## config.mk

```make
export PLATFORM = sky130hd
export DESIGN_NAME = mptq_ctrl
export DESIGN_NICKNAME = d
export VERILOG_FILES = /design/src/hdl/mptq_pkg.sv /design/src/hdl/mptq_ctrl.sv
export SDC_FILE = /design/constraint.sdc
export NUM_CORES = 1
export LEC_CHECK = 0
export BUFFER_PORTS_ARGS = -buffer_cell sky130_fd_sc_hd__clkbuf_2
export CORE_MARGIN = 2
export CORE_UTILIZATION = 50
export DETAILED_ROUTE_END_ITERATION = 7
export PLACE_DENSITY = 0.72
export REMOVE_ABC_BUFFERS = 1
export SYNTH_ARGS = -nofsm -noshare
export SYNTH_HDL_FRONTEND = slang
export SYNTH_SLANG_ARGS = --single-unit
```

## constraint.sdc

```tcl
create_clock -name clk -period 14.4 [get_ports clk]
set_input_delay 4.32 -clock clk [delete_from_list [all_inputs] [get_ports clk]]
set_output_delay 4.32 -clock clk [all_outputs]
set_load 0.05 [all_outputs]
```

## src/hdl/mptq_pkg.sv

```systemverilog
// Shared types and constants for the multi-level priority task queue.
// No dependencies; compiled first.
package mptq_pkg;

	localparam int LEVELS          = 4;
	localparam int TASK_BITS       = 32;
	localparam int LEVEL_DEPTH_DEF = 16;
	localparam int SIDE_DEPTH_DEF  = 16;
	localparam int OP_BITS         = 3;
	localparam int LVL_BITS        = 2;
	localparam int SRC_BITS        = 3;
	localparam int TOTAL_BITS      = 7;
	localparam int CNT_OUT_BITS    = 5;
	localparam int CTR_BITS        = 32;

	typedef enum logic [OP_BITS-1:0] {
		OP_PUSH      = 3'd0,
		OP_SIDE_PUSH = 3'd1,
		OP_POP       = 3'd2,
		OP_STEAL     = 3'd3,
		OP_CLEAR     = 3'd4,
		OP_QUERY     = 3'd5
	} op_t;

	localparam logic [SRC_BITS-1:0] SRC_SIDE = 3'd4;

	typedef struct packed {
		logic [OP_BITS-1:0]   op;
		logic [LVL_BITS-1:0]  level;
		logic [TASK_BITS-1:0] task_in;
	} req_t;

	typedef struct packed {
		logic                    ok;
		logic [TASK_BITS-1:0]    task_out;
		logic [SRC_BITS-1:0]     source;
		logic                    all_empty;
		logic [TOTAL_BITS-1:0]   local_total;
		logic [CNT_OUT_BITS-1:0] level_count;
		logic [CTR_BITS-1:0]     push_total;
		logic [CTR_BITS-1:0]     pop_total;
		logic [CTR_BITS-1:0]     steal_total;
	} rsp_t;

	// Result of one request before the task word is read out of storage.
	typedef struct packed {
		logic                    ok;
		logic [SRC_BITS-1:0]     source;
		logic                    all_empty;
		logic [TOTAL_BITS-1:0]   local_total;
		logic [CNT_OUT_BITS-1:0] level_count;
		logic [CTR_BITS-1:0]     push_total;
		logic [CTR_BITS-1:0]     pop_total;
		logic [CTR_BITS-1:0]     steal_total;
	} stat_t;

endpackage

```

## src/hdl/mptq_ctrl.sv

```systemverilog
// Queue control: pointers, fill counts, service selection and counters.
// Depends on mptq_pkg; drives the two mptq_ram instances in the top level.
module mptq_ctrl import mptq_pkg::*; #(
	parameter int LEVEL_DEPTH = LEVEL_DEPTH_DEF,
	parameter int SIDE_DEPTH  = SIDE_DEPTH_DEF
) (
	input  logic                                  clk,
	input  logic                                  arst_n,
	input  logic                                  exec,
	input  req_t                                  req,
	output logic                                  lvl_we,
	output logic [$clog2(LEVELS*LEVEL_DEPTH)-1:0] lvl_waddr,
	output logic                                  lvl_re,
	output logic [$clog2(LEVELS*LEVEL_DEPTH)-1:0] lvl_raddr,
	output logic                                  side_we,
	output logic [$clog2(SIDE_DEPTH)-1:0]         side_waddr,
	output logic                                  side_re,
	output logic [$clog2(SIDE_DEPTH)-1:0]         side_raddr,
	output stat_t                                 stat
);

	localparam int LPW  = $clog2(LEVEL_DEPTH);
	localparam int SPW  = $clog2(SIDE_DEPTH);
	localparam int LCW  = $clog2(LEVEL_DEPTH + 1);
	localparam int SCW  = $clog2(SIDE_DEPTH + 1);
	localparam int LAW  = $clog2(LEVELS * LEVEL_DEPTH);
	localparam int TW   = $clog2(LEVELS * LEVEL_DEPTH + 1);
	localparam int LSW  = $clog2(LEVELS);

	logic [LPW-1:0] head_q [LEVELS];
	logic [LPW-1:0] head_d [LEVELS];
	logic [LPW-1:0] tail_q [LEVELS];
	logic [LPW-1:0] tail_d [LEVELS];
	logic [LCW-1:0] cnt_q  [LEVELS];
	logic [LCW-1:0] cnt_d  [LEVELS];
	logic [SPW-1:0] side_head_q, side_head_d;
	logic [SPW-1:0] side_tail_q, side_tail_d;
	logic [SCW-1:0] side_cnt_q, side_cnt_d;
	logic [CTR_BITS-1:0] push_q, push_d;
	logic [CTR_BITS-1:0] pop_q, pop_d;
	logic [CTR_BITS-1:0] steal_q, steal_d;

	logic [LSW-1:0]      lv_idx;
	logic [LSW-1:0]      pop_idx;
	logic [LSW-1:0]      steal_idx;
	logic [LSW-1:0]      take_idx;
	logic                lvl_any;
	logic                lvl_over;
	logic                ok;
	logic [SRC_BITS-1:0] src;
	logic [TW-1:0]       total;

	function automatic logic [LPW-1:0] lnext(input logic [LPW-1:0] p);
		return (p == LPW'(LEVEL_DEPTH - 1)) ? '0 : p + 1'b1;
	endfunction

	function automatic logic [SPW-1:0] snext(input logic [SPW-1:0] p);
		return (p == SPW'(SIDE_DEPTH - 1)) ? '0 : p + 1'b1;
	endfunction

	assign lv_idx = LSW'(req.level);

	// Pop serves the highest non-empty level, steal the lowest.
	always_comb begin
		pop_idx   = '0;
		steal_idx = '0;
		lvl_any   = 1'b0;
		lvl_over  = 1'b0;
		for (int i = 0; i < LEVELS; i++) begin
			if (cnt_q[i] != '0) begin
				pop_idx = LSW'(i);
				lvl_any = 1'b1;
			end
			if (cnt_q[i] > LCW'(LEVEL_DEPTH)) begin
				lvl_over = 1'b1;
			end
		end
		for (int i = LEVELS - 1; i >= 0; i--) begin
			if (cnt_q[i] != '0) begin
				steal_idx = LSW'(i);
			end
		end
	end

	always_comb begin
		for (int i = 0; i < LEVELS; i++) begin
			head_d[i] = head_q[i];
			tail_d[i] = tail_q[i];
			cnt_d[i]  = cnt_q[i];
		end
		side_head_d = side_head_q;
		side_tail_d = side_tail_q;
		side_cnt_d  = side_cnt_q;
		push_d      = push_q;
		pop_d       = pop_q;
		steal_d     = steal_q;
		ok          = 1'b0;
		src         = '0;
		take_idx    = pop_idx;
		lvl_we      = 1'b0;
		lvl_re      = 1'b0;
		side_we     = 1'b0;
		side_re     = 1'b0;
		if (exec) begin
			unique case (req.op)
				OP_PUSH: begin
					src = SRC_BITS'(req.level);
					if (cnt_q[lv_idx] != LCW'(LEVEL_DEPTH)) begin
						lvl_we         = 1'b1;
						tail_d[lv_idx] = lnext(tail_q[lv_idx]);
						cnt_d[lv_idx]  = cnt_q[lv_idx] + 1'b1;
						push_d         = push_q + 1'b1;
						ok             = 1'b1;
					end
				end
				OP_SIDE_PUSH: begin
					src = SRC_SIDE;
					if (side_cnt_q != SCW'(SIDE_DEPTH)) begin
						side_we     = 1'b1;
						side_tail_d = snext(side_tail_q);
						side_cnt_d  = side_cnt_q + 1'b1;
						push_d      = push_q + 1'b1;
						ok          = 1'b1;
					end
				end
				OP_POP: begin
					if (lvl_any) begin
						take_idx          = pop_idx;
						lvl_re            = 1'b1;
						head_d[pop_idx]   = lnext(head_q[pop_idx]);
						cnt_d[pop_idx]    = cnt_q[pop_idx] - 1'b1;
						src               = SRC_BITS'(pop_idx);
						pop_d             = pop_q + 1'b1;
						ok                = 1'b1;
					end else if (side_cnt_q != '0) begin
						side_re     = 1'b1;
						side_head_d = snext(side_head_q);
						side_cnt_d  = side_cnt_q - 1'b1;
						src         = SRC_SIDE;
						pop_d       = pop_q + 1'b1;
						ok          = 1'b1;
					end
				end
				OP_STEAL: begin
					if (side_cnt_q != '0) begin
						side_re     = 1'b1;
						side_head_d = snext(side_head_q);
						side_cnt_d  = side_cnt_q - 1'b1;
						src         = SRC_SIDE;
						steal_d     = steal_q + 1'b1;
						ok          = 1'b1;
					end else if (lvl_any) begin
						take_idx          = steal_idx;
						lvl_re            = 1'b1;
						head_d[steal_idx] = lnext(head_q[steal_idx]);
						cnt_d[steal_idx]  = cnt_q[steal_idx] - 1'b1;
						src               = SRC_BITS'(steal_idx);
						steal_d           = steal_q + 1'b1;
						ok                = 1'b1;
					end
				end
				OP_CLEAR: begin
					for (int i = 0; i < LEVELS; i++) begin
						head_d[i] = '0;
						tail_d[i] = '0;
						cnt_d[i]  = '0;
					end
					side_head_d = '0;
					side_tail_d = '0;
					side_cnt_d  = '0;
				end
				default: begin
				end
			endcase
		end
	end

	assign lvl_waddr  = LAW'(lv_idx) * LAW'(LEVEL_DEPTH) + LAW'(tail_q[lv_idx]);
	assign lvl_raddr  = LAW'(take_idx) * LAW'(LEVEL_DEPTH) + LAW'(head_q[take_idx]);
	assign side_waddr = side_tail_q;
	assign side_raddr = side_head_q;

	always_comb begin
		total = '0;
		for (int i = 0; i < LEVELS; i++) begin
			total = total + TW'(cnt_d[i]);
		end
	end

	always_comb begin
		stat.ok          = ok;
		stat.source      = src;
		stat.all_empty   = (total == '0) && (side_cnt_d == '0);
		stat.local_total = TOTAL_BITS'(total);
		stat.level_count = CNT_OUT_BITS'(cnt_d[lv_idx]);
		stat.push_total  = push_d;
		stat.pop_total   = pop_d;
		stat.steal_total = steal_d;
	end

	always_ff @(posedge clk or negedge arst_n) begin
		if (!arst_n) begin
			for (int i = 0; i < LEVELS; i++) begin
				head_q[i] <= '0;
				tail_q[i] <= '0;
				cnt_q[i]  <= '0;
			end
			side_head_q <= '0;
			side_tail_q <= '0;
			side_cnt_q  <= '0;
			push_q      <= '0;
			pop_q       <= '0;
			steal_q     <= '0;
		end else begin
			for (int i = 0; i < LEVELS; i++) begin
				head_q[i] <= head_d[i];
				tail_q[i] <= tail_d[i];
				cnt_q[i]  <= cnt_d[i];
			end
			side_head_q <= side_head_d;
			side_tail_q <= side_tail_d;
			side_cnt_q  <= side_cnt_d;
			push_q      <= push_d;
			pop_q       <= pop_d;
			steal_q     <= steal_d;
		end
	end

	a_lvl_bound: assert property (@(posedge clk) disable iff (!arst_n) !lvl_over)
		else $error("level fill count above depth");

	a_side_bound: assert property (@(posedge clk) disable iff (!arst_n)
		side_cnt_q <= SCW'(SIDE_DEPTH))
		else $error("side fill count above depth");

	a_clear: assert property (@(posedge clk) disable iff (!arst_n)
		exec && req.op == OP_CLEAR |=> !lvl_any && side_cnt_q == '0)
		else $error("queues not empty after clear");

	a_ctr_hold: assert property (@(posedge clk) disable iff (!arst_n)
		!exec |=> $stable(push_q) && $stable(pop_q) && $stable(steal_q))
		else $error("counter moved without a request");

	a_pop_order: assert property (@(posedge clk) disable iff (!arst_n)
		exec && req.op == OP_POP && lvl_any |-> !side_re && lvl_re)
		else $error("pop took side queue while a level held work");

endmodule

```

==> impl_metrics.tcl <==
set metrics [dict create \
    run_status "finished, final reports clean" \
    post_synth.cell_area_avg_um2 8.847 \
    area_growth_pct 17.16 \
    synth_area_leaders "dfrtp_1 39%, xnor2_1 5.7%, nand2_1 4.7%" \
    cts_buffer_depth 2 \
    worstPathCellList "clkbuf_4 > mux4_2 > inv_1 > ha_1 > nand4bb_4 > nand2_1 > nor2_1 > a21oi_1 > o21ai_0 > a22o_1 > inv_1 > fa_1 > fa_1 > inv_1 > ha_1 > inv_1 > fa_1 > inv_1 > or4_1 > or3_1 > nor4_2 > nor4b_2 > buf_4 > buf_12" \
    hpwl_um 23670 \
    root_buffer "clkbuf_16" \
    nNetsFinal 1395 \
    r2r_start "cnt_q[7]$_DFF_PN0_" \
    cts_tree "yes" \
    rsz0062_at_grt "false" \
    yosysTopAreaCell "dfrtp_1" \
    drt_iter0_markers 1021 \
    dpl_worst_slack_ns 0.003921 \
    startpoint_type "input pin" \
    synth_edf_count 0 \
    drtPass1Iterations 8 \
    finalSetupViolCount 0 \
    grt_pass1_wl_um 50450 \
    yosysUniqueCellTypes 84 \
    power_density_nw_per_um2 164.7 \
    cts.sinks 161 \
    final_layout_size_suffix_gt1_share_pct 18.83 \
    worstSetupEndpointType "primary output" \
    slowest_stage "mux4_2" \
    synth-adder-area-share_pct 4.333 \
    grt_pass1_vias 9662 \
    numCtsBuffers 17 \
    vdd_drop_max_v 0.0002574 \
    final_cell_mix "161 x dfrtp_1, 141 x clkbuf_2, 131 x nand2_1, 94 x o21ai_0, 91 x nor2_1" \
    synth-xor-area-share_pct 8.173 \
    grt_use_total_pct 28.76 \
    synth_compound_area_share_pct 20.58 \
    synthCells 1175 \
    antenna_found_initial 0 \
    rows 52 \
    synth_top_family_by_area "simple AND/OR/NAND/NOR gates" \
    muxShareOfSynthArea_pct 3.238 \
    cts_setup_buffers 0 \
    fin_crit_sh_pct 97.68 \
    insertion_delay_ns 0.43 \
    ys_seq_elements 161 \
    cp.required_ns 10.08 \
    wl_per_cell_um 19.69 \
    gp_congestion 1.043 \
    ios 177 \
    routed_via_density 6.237 \
    dr_total_vias 10030 \
    final_common_cell "dfrtp_1" \
    yosysWarnings 0 \
    async_flop_share_pct 100.0 \
    wl_um 31660 \
    timing.hold.ws_ns 0.4665 \
    initial_core_util_pct 51.21 \
    core_um2 20300 \
    worst_pin_slew_ns 1.009 \
    die_h_um 148.2 \
    fmax_ghz 0.07110 \
    synth.top_cell.area_share_pct 38.76 \
    hp-class "flop to flop" \
    critPathMaxFanout 11 \
    syn_area_um2 10390 \
    maxCapViolations 0 \
    finClkSkew_ns 0.01218 \
    grt-ovfl-total 0 \
    ant_nets 0 \
    setup_slack_ns 0.3348 \
    p_leak_uw 0.005568 \
    hold_viol 0 \
    cts_max_level 4 \
    cp-startpoint "req[32]" \
    hp-start "push_q[31]$_DFF_PN0_" \
    cts_hold_buf 0 \
    drc 0 \
    path_class "input pin to primary output" \
    diodes 0 \
    ys_seq_area_share_pct 38.76 \
    port_buffers 144 \
    critical_path.most_common_cell "inv_1" \
    die_width_um 148.2 \
    critPathMaxStageDelay_ns 0.54 \
    grt_max_degree 86 \
    clk_pin_slew_ns 0.07 \
    drv_slew 0 \
    crit_arrival_ns 9.75 \
    die-area_um2 21960 \
    synth_top_flop_cell "dfrtp_1" \
    power.total_uw 2006 \
    min_period_ns 14.07 \
    synthSimpleGateAreaFrac_pct 20.85 \
    max_slew_margin_pct 32.26 \
]
[sequential cells by signal (all words and copies together), names as in the netlist]
signal and flops:
side_waddr 4, tail_q 16, push_q 32, steal_q 32, cnt_q 20, pop_q 32
head_q 16, side_cnt_q 5, side_raddr 4
[layer usage]
layer	vias to the layer above	part of all wire (%)	track usage (%)	wire length (um)
li1	4599	-	-	-
met4	0	3.5	11.52	1122
met1	4779	42	39.56	13350
met2	550	45	44.98	14310
met5	-	0	0	0
met3	101	9.1	5.675	2876
[kinds of logic after synthesis]
group           after synthesis
mux                          19
buf+inv                     105
compound gates              325
xor+xnor                     97
flops                       161
fa+ha+maj                    30
simple gates                438
[final cells by class]
cell class | instances | area (um^2)
clock buffer | 18 | 429.2
clock inverter | 14 | 191.4
fill | 1815 | 8120
inverter | 59 | 221.5
multi-input combinational | 909 | 5978
sequential | 161 | 4029
tap | 270 | 337.8
timing repair buffer | 177 | 992.2
[repair_timing]
| action | CTS | global route |
|---|---|---|
| pin swaps | 0 | 0 |
| endpoints found under the setup margin | 1 | 1 |
| gates resized for setup | 2 | 7 |
[Yosys cell counts, drive strengths merged, types with 22 or more instances]
master  count
nor2       93
clkbuf     34
inv        59
nand2     132
a21oi      75
xnor2      68
nand3      61
nor3       22
dfrtp     161
o21ai     101
and3       31
xor2       29
[final timing paths]
check	cells past startpoint	slack (ns)	to
max in group asynchronous	2	8.99	side_waddr[3]$_DFFE_PN0P_
min in group asynchronous	1	3.94	steal_q[6]$_DFF_PN0_
max	24	0.33	stat[108]
min	1	0.47	push_q[31]$_DFF_PN0_
min reg2reg	1	0.47	push_q[31]$_DFF_PN0_
max reg2reg	13	9.56	cnt_q[9]$_DFF_PN0_
[worst max-delay path: cells and delay by family]
kind	cells	cell delay (ns)
AND/OR/NAND/NOR	7	1.63
adder cells (fa/ha/maj)	5	1.77
multiplexers	1	0.54
AO/OA/AOI/OAI	3	0.57
buffers and inverters	8	0.90
[report_power, final]
group          internal [uW]  switching, uW  leakage [uW]  total (uW)
Sequential               518           92.2       0.00216         611
Clock                    280            206      0.000298         485
Combinational            268            642       0.00311         910
Total                   1070            940       0.00557        2010
[stage by stage]
step / util, % / std cells / TNS (ns) / area (um^2)
finish: 60.00 / 1608 / 0 / 12180
global route: 60.00 / 1608 / 0 / 12180
CTS: 59.84 / 1608 / 0 / 12150
detailed placement: 56.79 / 1576 / 0 / 11530
global placement: 56.79 / 1576 / 0 / 11530
floorplan: - / 1129 / -0.6237 / 10190
(Power assumes the default switching activity.)
