[config.mk]
export PLATFORM = sky130hd
export DESIGN_NAME = mptq_ram
export DESIGN_NICKNAME = d
export VERILOG_FILES = /design/src/hdl/mptq_ram.sv
export SDC_FILE = /design/constraint.sdc
export NUM_CORES = 1
export LEC_CHECK = 0
export ABC_AREA = 0
export BUFFER_PORTS_ARGS = -buffer_cell sky130_fd_sc_hd__buf_2
export CAP_MARGIN = 20
export CORE_MARGIN = 2
export CORE_UTILIZATION = 60
export DETAILED_ROUTE_END_ITERATION = 16
export MAX_ROUTING_LAYER = met4
export PLACE_DENSITY = 0.78
export SLEW_MARGIN = 0
export SYNTH_ARGS = -nofsm -noshare
export SYNTH_HDL_FRONTEND = slang
export SYNTH_SLANG_ARGS = --single-unit
[constraint.sdc]
create_clock -name clk -period 9.1 [get_ports clk]
set_input_delay 0.455 -clock clk [delete_from_list [all_inputs] [get_ports clk]]
set_output_delay 0.455 -clock clk [all_outputs]
set_load 0.005 [all_outputs]
[src/hdl/mptq_ram.sv]
// Simple dual-port task store: one write port, one registered read port.
// No dependencies.
module mptq_ram #(
	parameter int DEPTH = 16,
	parameter int WIDTH = 32
) (
	input  logic                     clk,
	input  logic                     we,
	input  logic [$clog2(DEPTH)-1:0] waddr,
	input  logic [WIDTH-1:0]         wdata,
	input  logic                     re,
	input  logic [$clog2(DEPTH)-1:0] raddr,
	output logic [WIDTH-1:0]         rdata
);

	logic [WIDTH-1:0] mem_q [DEPTH];
	logic [WIDTH-1:0] rdata_q;

	always_ff @(posedge clk) begin
		if (we) begin
			mem_q[waddr] <= wdata;
		end
	end

	always_ff @(posedge clk) begin
		if (re) begin
			rdata_q <= mem_q[raddr];
		end
	end

	assign rdata = rdata_q;

endmodule

==> results.py, run 1 <==
metrics = {
    "timing": {
        "setup-violations-final": 0,
        "grt_setup_unrepaired": "false",
        "fin_crit_sh_pct": 30.8,
        "finalHoldViolCount": 0,
        "max_slew.worst_pin.slew_ns": 1.10,
        "finalCriticalPeriod_ns": 2.80,
        "slew_headroom_pct": 26.8,
        "setup_total_negative_slack_ns": 0,
        "finalClockSkew_ns": 0.0121,
        "timing.final.max_slew_violations": 0,
        "clock.fmax_mhz": 357,
    },
    "setup_path": {
        "endpoint_kind": "register",
        "r2r.worst_path.cells": 3,
        "worstSetupPathDepth": 5,
        "required_ns": 9.40,
        "worstPathMaxFanout": 82,
        "worst_path_max_delay_cell": "sky130_fd_sc_hd__buf_4",
        "crit_path_max_incr_delay_ns": 0.84,
        "setup_crit_start_kind": "input port",
        "critPathBufInv": 2,
        "critical_path.cell_chain": "clkbuf_8 > buf_4 > mux4_2 > a22oi_1 > nand2_1",
        "timing.setup.critical_path_class": "input port to register",
        "crit_family": "buffers and inverters",
        "cp_data_arrival_time_ns": 3.10,
    },
    "clocking": {
        "post_cts_buffers": 0,
        "cts_resized": 0,
        "cts_buffers": 51,
        "htreeDepth": 2,
        "cts_num_sinks": 544,
        "cts_root_buffer": "sky130_fd_sc_hd__clkbuf_16",
        "post_cts_hold_buffer_count": 0,
        "clk_latency_ns": 0.56,
        "ctsLongestPathBuffers": 3,
        "path_clk_slew_ns": 0.06,
        "tritoncts": "built",
    },
    "floorplan": {
        "die_x_extent_um": 187,
        "effective_utilization_at_floorplan_pct": 60.6,
        "row_count": 67,
        "die_height_um": 187,
        "io_pins": 75,
        "core_um2": 33300,
        "die-area_um2": 35100,
    },
    "synthesis": {
        "number_of_instances_in_the_synthesized_netlist": 838,
        "yosys_warnings": 0,
        "synth_area_leaders": "sky130_fd_sc_hd__edfxtp_1 81%, sky130_fd_sc_hd__mux4_2 14%, sky130_fd_sc_hd__a22oi_1 2.4%",
        "syn-cell-area_um2": 20200,
        "synth_top_area_cell": "sky130_fd_sc_hd__edfxtp_1",
        "syn_avg_cell_area_um2": 24.1,
        "yosys_register_bits": 544,
        "synth-seq-area-share_pct": 81.0,
        "synthesis.nets": 881,
        "yosys.cell_types.count": 17,
        "yosysTopAreaCellShare_pct": 81.0,
    },
    "final_layout": {
        "layout-drive-gt1-share_pct": 31.8,
        "nNetsFinal": 987,
        "multiInputGateArea_um2": 3750,
        "fillers": 1961,
        "register_area_um2": 16300,
        "flow.area_growth_from_synthesis_pct": 13.1,
        "finish.instance_area_um2": 22800,
    },
    "status": {
        "run_status": "completed",
    },
    "hold_path": {
        "min_path_type": "input port to register",
        "hold_depth": 1,
    },
    "placed_design": {
        "dp.final_hpwl_um": 18600,
        "detailed_place.area_um2": 21200,
        "place.gp.congestion": 0.709,
        "io_buffer_count": 74,
    },
    "pwr": {
        "power.sequential.fraction_pct": 55.7,
        "power.combinational.fraction_pct": 4.6,
        "ir_worst_vdd_mv": 0.151,
        "p_switching_mw": 1.02,
        "internal-power_mw": 4.08,
        "clockPowerShare_pct": 39.7,
        "power-per-cell-area_nw_per_um2": 224,
        "switch_share_pct": 20.0,
        "power.leakage_nw": 7.28,
    },
    "grt": {
        "antenna_found_initial": 3,
        "globalRouteMet3Util_pct": 4.39,
        "use_met1_pct": 35.7,
        "grt_util_met2_pct": 38.3,
        "grt_pass1_wl_um": 61300,
        "globalRouteOverflowTotal": 0,
        "top_usage_layer": "met2",
        "first_global_vias": 9565,
        "track_usage_pct": 25.0,
        "grt_start_max_net_pins": 83,
    },
    "routing": {
        "drt_iter0_drc": 1030,
        "avgRoutedWirePerCell_um": 28.9,
        "route.vias.total": 9330,
        "viasPerCell": 6.50,
        "firstDrtPassIters": 5,
        "postRouteWirelength_um": 41500,
        "ant_nets": 0,
        "drc_violations_left": 0,
    },
    "job": {
        "max_cap_violations": 0,
    },
}
-- worst register-to-register path: cells and delay by family, from the launching register on --
family / cells / cell delay (ns)
and+or+nand+nor: 1 / 0.09
muxes: 1 / 0.46
DFF: 1 / 0.37
AOI/OAI and AO/OA: 1 / 0.31
-- cell families after synthesis --
family	count (synthesis)	share of synthesized area, %
and+or+nand+nor	59	1.25
AOI/OAI and AO/OA	64	2.38
buffers and inverters	43	1.10
DFF	544	81.0
muxes	128	14.3
-- state kept, by name, indices dropped and copies added, names as in the netlist --
register and count:
mem_q 512, rdata 32
-- power groups by stage --
| stage | registers [mW] | clock network, mW | logic [mW] |
|---|---|---|---|
| finish | 2.84 | 2.03 | 0.235 |
| global route | 2.84 | 2.14 | 0.253 |
| CTS | 2.84 | 2.05 | 0.236 |
| detailed placement | 2.89 | 0 | 0.234 |
| global placement | 2.89 | 0 | 0.226 |
| floorplan | 2.89 | 0 | 0.135 |
-- final cells by class --
type                    count  share of cell area [%]
flip-flops and latches    544                    71.6
multi-input cells         251                    16.4
clock buffers              64                    5.90
well taps                 448                    2.46
repair buffers             96                    2.45
clock inverters            29                    1.09
diodes                      4                  0.0439
-- metal layers --
layer  routed length, µm  up-vias
li1                    -     3815
met3                3480       65
met2               20600      493
met1               16600     4957
met5                   0        -
met4                 809        0
-- cells in the final DEF (no fill, tap or decap), types with 4 or more instances in the layout --
cell / netlist / routed
sky130_fd_sc_hd__clkbuf_16: 0 / 52
sky130_fd_sc_hd__diode_2: 0 / 4
sky130_fd_sc_hd__nor2_4: 0 / 13
sky130_fd_sc_hd__mux4_2: 128 / 128
sky130_fd_sc_hd__buf_4: 11 / 22
sky130_fd_sc_hd__edfxtp_1: 544 / 544
sky130_fd_sc_hd__nand2_1: 33 / 33
sky130_fd_sc_hd__clkinv_2: 0 / 9
sky130_fd_sc_hd__buf_2: 4 / 72
sky130_fd_sc_hd__bufinv_16: 0 / 4
sky130_fd_sc_hd__a22oi_1: 64 / 64
sky130_fd_sc_hd__nor3_2: 0 / 4
sky130_fd_sc_hd__clkbuf_1: 17 / 12
sky130_fd_sc_hd__clkinv_1: 0 / 13
-- synth_stat cells --
library cell,n
sky130_fd_sc_hd__a22oi_1,64
sky130_fd_sc_hd__and2_1,1
sky130_fd_sc_hd__buf_1,9
sky130_fd_sc_hd__buf_2,4
sky130_fd_sc_hd__buf_4,11
sky130_fd_sc_hd__buf_6,2
sky130_fd_sc_hd__clkbuf_1,17
sky130_fd_sc_hd__edfxtp_1,544
sky130_fd_sc_hd__mux4_2,128
sky130_fd_sc_hd__nand2_1,33
sky130_fd_sc_hd__nand2b_1,2
sky130_fd_sc_hd__nand3_1,1
sky130_fd_sc_hd__nand3b_1,2
sky130_fd_sc_hd__nor2_1,13
sky130_fd_sc_hd__nor2b_1,2
sky130_fd_sc_hd__nor3_1,4
sky130_fd_sc_hd__or3b_2,1
-- through the flow --
step	util (%)	worst slack, ns	instances	hold slack, ns	power, mW
2_1_floorplan	-	5.47	838	0.554	3.02
3_5_place_dp	63.7	5.65	1338	0.728	3.13
5_1_grt	68.5	6.02	1435	0.245	5.24
6_report	68.5	6.30	1436	0.247	5.10
4_1_cts	68.4	6.21	1431	0.246	5.13
3_3_place_gp	63.7	5.70	1338	0.726	3.12
-- final timing paths --
check           startpoint  slack (ns)   endpoint
max reg2reg   mem_q[8][25]        7.61  rdata[25]
min                     re        0.25   rdata[2]
max               raddr[0]        6.30  rdata[18]
min reg2reg  mem_q[14][19]        0.74  rdata[19]
No activity file was read; power rests on OpenSTA's default activity.
==> run 2: changes to the inputs <==
Clock period 9.1 ns to 2.8 ns, I/O delays scaled along.
==> run 2 against run 1 <==
  * Clock skew is 0.0038 ns lower
  * First-iteration DRC count is 7.6% higher
  * Core utilization is 2.0 points higher
  * Non-clock buffer count is 49 higher
  * Via count is 2.3% higher
  * Worst setup slack worse by 5.1 ns
  * Largest cell class unchanged
  * Largest power group unchanged
==> results.py, run 2 (synthesis results as in run 1) <==
metrics = {
    "floorplan": {
        "io_pins": 75,
        "core_um2": 33300,
        "effective_utilization_at_floorplan_pct": 60.6,
        "die-area_um2": 35100,
        "die_height_um": 187,
        "row_count": 67,
        "die_x_extent_um": 187,
    },
    "final_layout": {
        "non_filler_instance_count_after_layout": 1482,
        "layout_commonest_cell": "sky130_fd_sc_hd__edfxtp_1",
        "multiInputGateArea_um2": 3770,
        "finalCoreUtilization_pct": 70.5,
        "register_area_um2": 16300,
        "nNetsFinal": 1037,
        "layout-drive-gt1-share_pct": 31.8,
        "largest_register_ff_count": 512,
        "registers.top_by_ff_count": "mem_q",
        "flow.area_growth_from_synthesis_pct": 16.3,
        "final_cell_mix": "544 x sky130_fd_sc_hd__edfxtp_1, 128 x sky130_fd_sc_hd__mux4_2, 72 x sky130_fd_sc_hd__buf_2",
        "fillers": 1902,
    },
    "hold_path": {
        "min_path_type": "input port to register",
        "hold_depth": 1,
        "worstHoldStart": "re",
        "worstHoldEndpoint": "rdata[30]",
    },
    "job": {
        "max_cap_violations": 0,
    },
    "routing": {
        "drt_iter0_drc": 1108,
        "uppermost_metal_layer_occupied_by_signal_nets": "met4",
        "drc_violations_left": 0,
        "wl_met3_um": 3650,
        "wl_met1_um": 16400,
        "wl_met2_um": 21400,
        "firstDrtPassIters": 5,
        "viasPerCell": 6.44,
        "avgRoutedWirePerCell_um": 28.7,
        "postRouteWirelength_um": 42500,
        "route.vias.total": 9540,
        "ant_nets": 0,
    },
    "clocking": {
        "tritoncts": "built",
        "path_clk_slew_ns": 0.06,
        "post_cts_buffers": 0,
        "cts_buffers": 52,
        "htreeDepth": 2,
        "clk_latency_ns": 0.55,
        "cts_root_buffer": "sky130_fd_sc_hd__clkbuf_16",
        "cts_resized": 0,
        "post_cts_hold_buffer_count": 32,
        "cts_num_sinks": 544,
        "ctsLongestPathBuffers": 3,
    },
    "setup_path": {
        "r2r.worst_path.cells": 3,
        "setup_crit_start_kind": "register",
        "worst_r2r_endpoint": "rdata[5]",
        "worst_r2r_startpoint": "mem_q[3][5]",
        "endpoint_kind": "register",
        "worstPathMaxFanout": 2,
        "required_ns": 3.06,
        "r2r_setup_slack_ns": 1.20,
        "cp_data_arrival_time_ns": 1.86,
        "timing.setup.critical_path_class": "register to register",
    },
    "timing": {
        "finalClockSkew_ns": 0.00836,
        "worst_hold_slack_ns": 0.126,
        "setup_total_negative_slack_ns": 0,
        "clock.fmax_mhz": 626,
        "timing.final.max_slew_violations": 0,
        "setup-violations-final": 0,
        "fin_crit_sh_pct": 57.1,
        "grt_setup_unrepaired": "false",
        "worst_slack_ns": 1.20,
        "finalHoldViolCount": 0,
        "finalCriticalPeriod_ns": 1.60,
        "max_slew.worst_pin.slew_ns": 0.777,
        "slew_headroom_pct": 48.1,
    },
    "status": {
        "run_status": "completed",
    },
    "grt": {
        "grt_pass1_wl_um": 63500,
        "track_usage_pct": 25.9,
        "antenna_found_initial": 1,
        "globalRouteOverflowTotal": 0,
        "first_global_vias": 10000,
        "grt_start_max_net_pins": 51,
    },
    "pwr": {
        "power-per-cell-area_nw_per_um2": 713,
        "switch_share_pct": 19.7,
        "p_switching_mw": 3.29,
        "power.sequential.fraction_pct": 55.2,
        "ir_worst_vdd_mv": 0.471,
        "internal-power_mw": 13.4,
        "power.combinational.fraction_pct": 5.0,
        "clockPowerShare_pct": 39.8,
        "power.leakage_nw": 7.56,
    },
    "placed_design": {
        "placed_cells_incl_taps": 1356,
        "io_buffer_count": 74,
        "place_ws_ns": 0.760,
        "dp.final_hpwl_um": 22500,
        "place.gp.congestion": 0.742,
    },
}
==> run 2: changes by cell type in the layout (fill, tap and decap cells not counted), moves of 3 or more <==
cell	change
sky130_fd_sc_hd__dlygate4sd3_1	+32
sky130_fd_sc_hd__buf_12	+13
sky130_fd_sc_hd__buf_4	+4
sky130_fd_sc_hd__nor3_2	-4
sky130_fd_sc_hd__nor3_4	+4
sky130_fd_sc_hd__diode_2	-3
==> run 2: worst max path at each step <==
stage                        startpoint  cells after the start           to
final                       mem_q[3][5]                      3     rdata[5]
after global routing        mem_q[6][5]                      3     rdata[5]
after CTS                 mem_q[10][29]                      3    rdata[29]
after detailed placement       raddr[0]                      5    rdata[29]
after global placement         raddr[0]                      5    rdata[21]
after floorplan                waddr[2]                      2  mem_q[1][0]
==> run 2: worst max-delay path, stage by stage (launching register included) <==
cell and delay, ns:
sky130_fd_sc_hd__edfxtp_1 0.40, sky130_fd_sc_hd__mux4_2 0.51, sky130_fd_sc_hd__a22oi_1 0.23, sky130_fd_sc_hd__nand2_1 0.17
==> run 2: area by class of cell <==
class                      instances  area share (%)
clock buffer                      66            5.86
timing repair buffer             145            4.99
sequential                       544            69.6
tap                              448            2.39
antenna                            1          0.0107
multi-input combinational        251            16.1
clock inverter                    27            1.06
==> run 2: per-layer routing <==
metal / up-vias / GRT usage (%)
met5: - / -
met4: 0 / 7.15
met3: 76 / 4.07
met2: 516 / 41.7
met1: 5032 / 35.4
li1: 3916 / -
==> run 2: power by group through the flow <==
stage,Combinational [mW],Sequential [mW],Clock [mW]
floorplan,0.439,9.39,0
global placement,0.781,9.39,0
detailed placement,0.801,9.40,0
CTS,0.844,9.23,6.77
global route,0.898,9.24,7.08
finish,0.839,9.23,6.67
==> run 2: stage by stage <==
stage	total power [mW]	area, µm²
after floorplan	9.83	20200
after global placement	10.2	21500
after detailed placement	10.2	21500
after CTS	16.8	23500
after global routing	17.2	23500
final	16.7	23500
==> run 3: changes to the inputs <==
Settings changed: CORE_UTILIZATION 60 to 55, PLACE_DENSITY 0.78 to 0.75.
Clock period 2.8 ns to 1.38 ns, I/O delays scaled along.
==> run 3 against run 2 <==
  * The run now ends with negative setup slack left
  * Non-clock buffer count is 56 higher
  * Via count is 1.6% higher
  * First-iteration DRC count is 8.3% lower
  * Register-to-register slack worse by 1.3 ns
  * Global-route usage is 0.98 points lower
  * Clock skew is 0.017 ns higher
  * Maximum frequency is 8.0% higher
  * Count of clock-buffer cells in the layout is 1 lower
  * Hold slack better by 0.028 ns
  * Cell count is 5.3% higher
  * Combinational power is 140% higher
  * Worst setup slack worse by 1.3 ns
  * Critical endpoint is now rdata[10]
  * Largest cell class unchanged
==> results.py, run 3 (synthesis results as in run 1) <==
metrics = {
    "status": {
        "run_status": "complete, but fails checks",
        "violated_checks": "negative setup slack",
    },
    "pwr": {
        "total_power_mw": 33.9,
        "power.leakage_nw": 7.93,
        "power-per-cell-area_nw_per_um2": 1390,
        "ir_worst_vdd_mv": 1.17,
    },
    "timing": {
        "finalHoldViolCount": 0,
        "clock.fmax_mhz": 676,
        "setup_total_negative_slack_ns": -0.442,
        "worst_slack_ns": -0.100,
        "finalClockSkew_ns": 0.0256,
        "setup-violations-final": 13,
        "finalCriticalPeriod_ns": 1.48,
        "worst_hold_slack_ns": 0.154,
        "grt_setup_unrepaired": "true",
        "slew_headroom_pct": 32.8,
        "max_slew.worst_pin.slew_ns": 1.01,
        "fin_crit_sh_pct": 107,
        "timing.final.max_slew_violations": 0,
    },
    "final_layout": {
        "layout-drive-gt1-share_pct": 39.2,
        "nNetsFinal": 1093,
        "finish.instance_area_um2": 24400,
        "final_cell_mix": "544 x sky130_fd_sc_hd__edfxtp_1, 128 x sky130_fd_sc_hd__mux4_2, 72 x sky130_fd_sc_hd__buf_2",
        "layout_commonest_cell": "sky130_fd_sc_hd__edfxtp_1",
        "largest_register_ff_count": 512,
        "flow.area_growth_from_synthesis_pct": 21.1,
        "non_filler_instance_count_after_layout": 1560,
        "registers.top_by_ff_count": "mem_q",
    },
    "setup_path": {
        "r2r.worst_path.cells": 3,
        "worst_r2r_endpoint": "rdata[10]",
        "crit_path_max_incr_delay_ns": 0.51,
        "cp_data_arrival_time_ns": 1.80,
        "worst_path_max_delay_cell": "sky130_fd_sc_hd__mux4_2",
        "required_ns": 1.70,
        "worst_r2r_startpoint": "mem_q[11][10]",
        "worstPathMaxFanout": 1,
        "critical_path.cell_chain": "mux4_2 > a22oi_2 > nand2_2",
        "timing.setup.critical_path_class": "register to register",
        "r2r_setup_slack_ns": -0.10,
        "setup_crit_start_kind": "register",
        "endpoint_kind": "register",
    },
    "routing": {
        "drc_violations_left": 0,
        "avgRoutedWirePerCell_um": 28.5,
        "firstDrtPassIters": 7,
        "viasPerCell": 6.21,
        "postRouteWirelength_um": 44500,
        "ant_nets": 0,
        "route.vias.total": 9692,
        "drt_iter0_drc": 1016,
    },
    "floorplan": {
        "io_pins": 75,
        "die_x_extent_um": 196,
        "core_um2": 36300,
        "row_count": 70,
        "die_height_um": 196,
        "effective_utilization_at_floorplan_pct": 55.5,
        "die-area_um2": 38200,
    },
    "placed_design": {
        "dp.final_hpwl_um": 24500,
        "place.gp.congestion": 0.744,
        "placed_cells_incl_taps": 1431,
        "detailed_place.area_um2": 22300,
        "io_buffer_count": 74,
    },
    "grt": {
        "track_usage_pct": 24.9,
        "grt_pass1_wl_um": 65800,
        "antenna_found_initial": 1,
        "grt_start_max_net_pins": 37,
        "first_global_vias": 10100,
        "globalRouteOverflowTotal": 0,
    },
    "hold_path": {
        "worstHoldEndpoint": "mem_q[1][5]",
        "worstHoldStart": "waddr[2]",
        "min_path_type": "input port to register",
        "hold_depth": 4,
    },
    "clocking": {
        "cts_root_buffer": "sky130_fd_sc_hd__clkbuf_16",
        "path_clk_slew_ns": 0.06,
        "cts_buffers": 52,
        "htreeDepth": 2,
        "clk_latency_ns": 0.59,
        "post_cts_buffers": 0,
        "tritoncts": "built",
        "cts_num_sinks": 544,
        "ctsLongestPathBuffers": 3,
    },
    "job": {
        "max_cap_violations": 0,
    },
}
-- run 3: cell types whose count changed in the layout (fill, tap and decap cells not counted), sizes merged --
cell and change:
inv +1, bufinv -3, dlygate4sd3 +1, buf +55
clkbuf -1, clkinv +3, clkinvlp +2
-- run 3: cell type report --
cell class	instances	area (µm²)
diodes	1	2.50
clock buffers	65	1350
clock inverters	30	224
fillers	2173	11900
multi-input cells	251	4000
flip-flops and latches	544	16300
well taps	468	586
repair buffers	201	1930
-- run 3: how the worst max path moves through the flow --
stage / startpoint / end / slack [ns] / depth (start not counted)
finish: mem_q[11][10] / rdata[10] / -0.10 / 3
global route: mem_q[3][13] / rdata[13] / -0.14 / 3
CTS: mem_q[11][10] / rdata[10] / -0.12 / 3
detailed placement: raddr[0] / rdata[30] / -0.36 / 6
global placement: raddr[0] / rdata[26] / -0.29 / 6
floorplan: waddr[2] / mem_q[0][0] / -0.40 / 2
-- run 3: repair_timing --
item                                    in CTS  in global routing
endpoints found under the hold margin      538                  0
hold buffers                                33                  0
pin swaps                                   23                 21
cloned                                       0                  0
resized for setup                           18                 25
endpoints found under the setup margin      23                 32
-- run 3: where the power goes --
group          internal (mW)  leakage, nW  switching (mW)  total, mW
logic                  0.927         2.22            1.05       1.98
clock network           7.32        0.761            5.88       13.2
registers               18.6         4.94           0.119       18.7
total                   26.9         7.93            7.05       33.9
-- run 3: through the flow --
stage | util, % | worst slack [ns]
finish | 67.2 | -0.100
global route | 67.2 | -0.139
CTS | 66.9 | -0.115
detailed placement | 61.4 | -0.356
global placement | 61.4 | -0.289
floorplan | - | -0.398
-- run 3: layer usage --
layer,wire length (µm),global-route usage [%],vias to the layer above
li1,-,-,4048
met1,16400,31.9,5096
met3,3450,3.54,86
met2,23500,41.6,462
met5,0,-,-
met4,1180,8.71,0
-- run 3: worst max-delay path, delay by kind of cell, from the launching register on --
family          cells  cell delay (ns)
simple gates        1             0.11
flops               1             0.40
mux                 1             0.51
compound gates      1             0.19
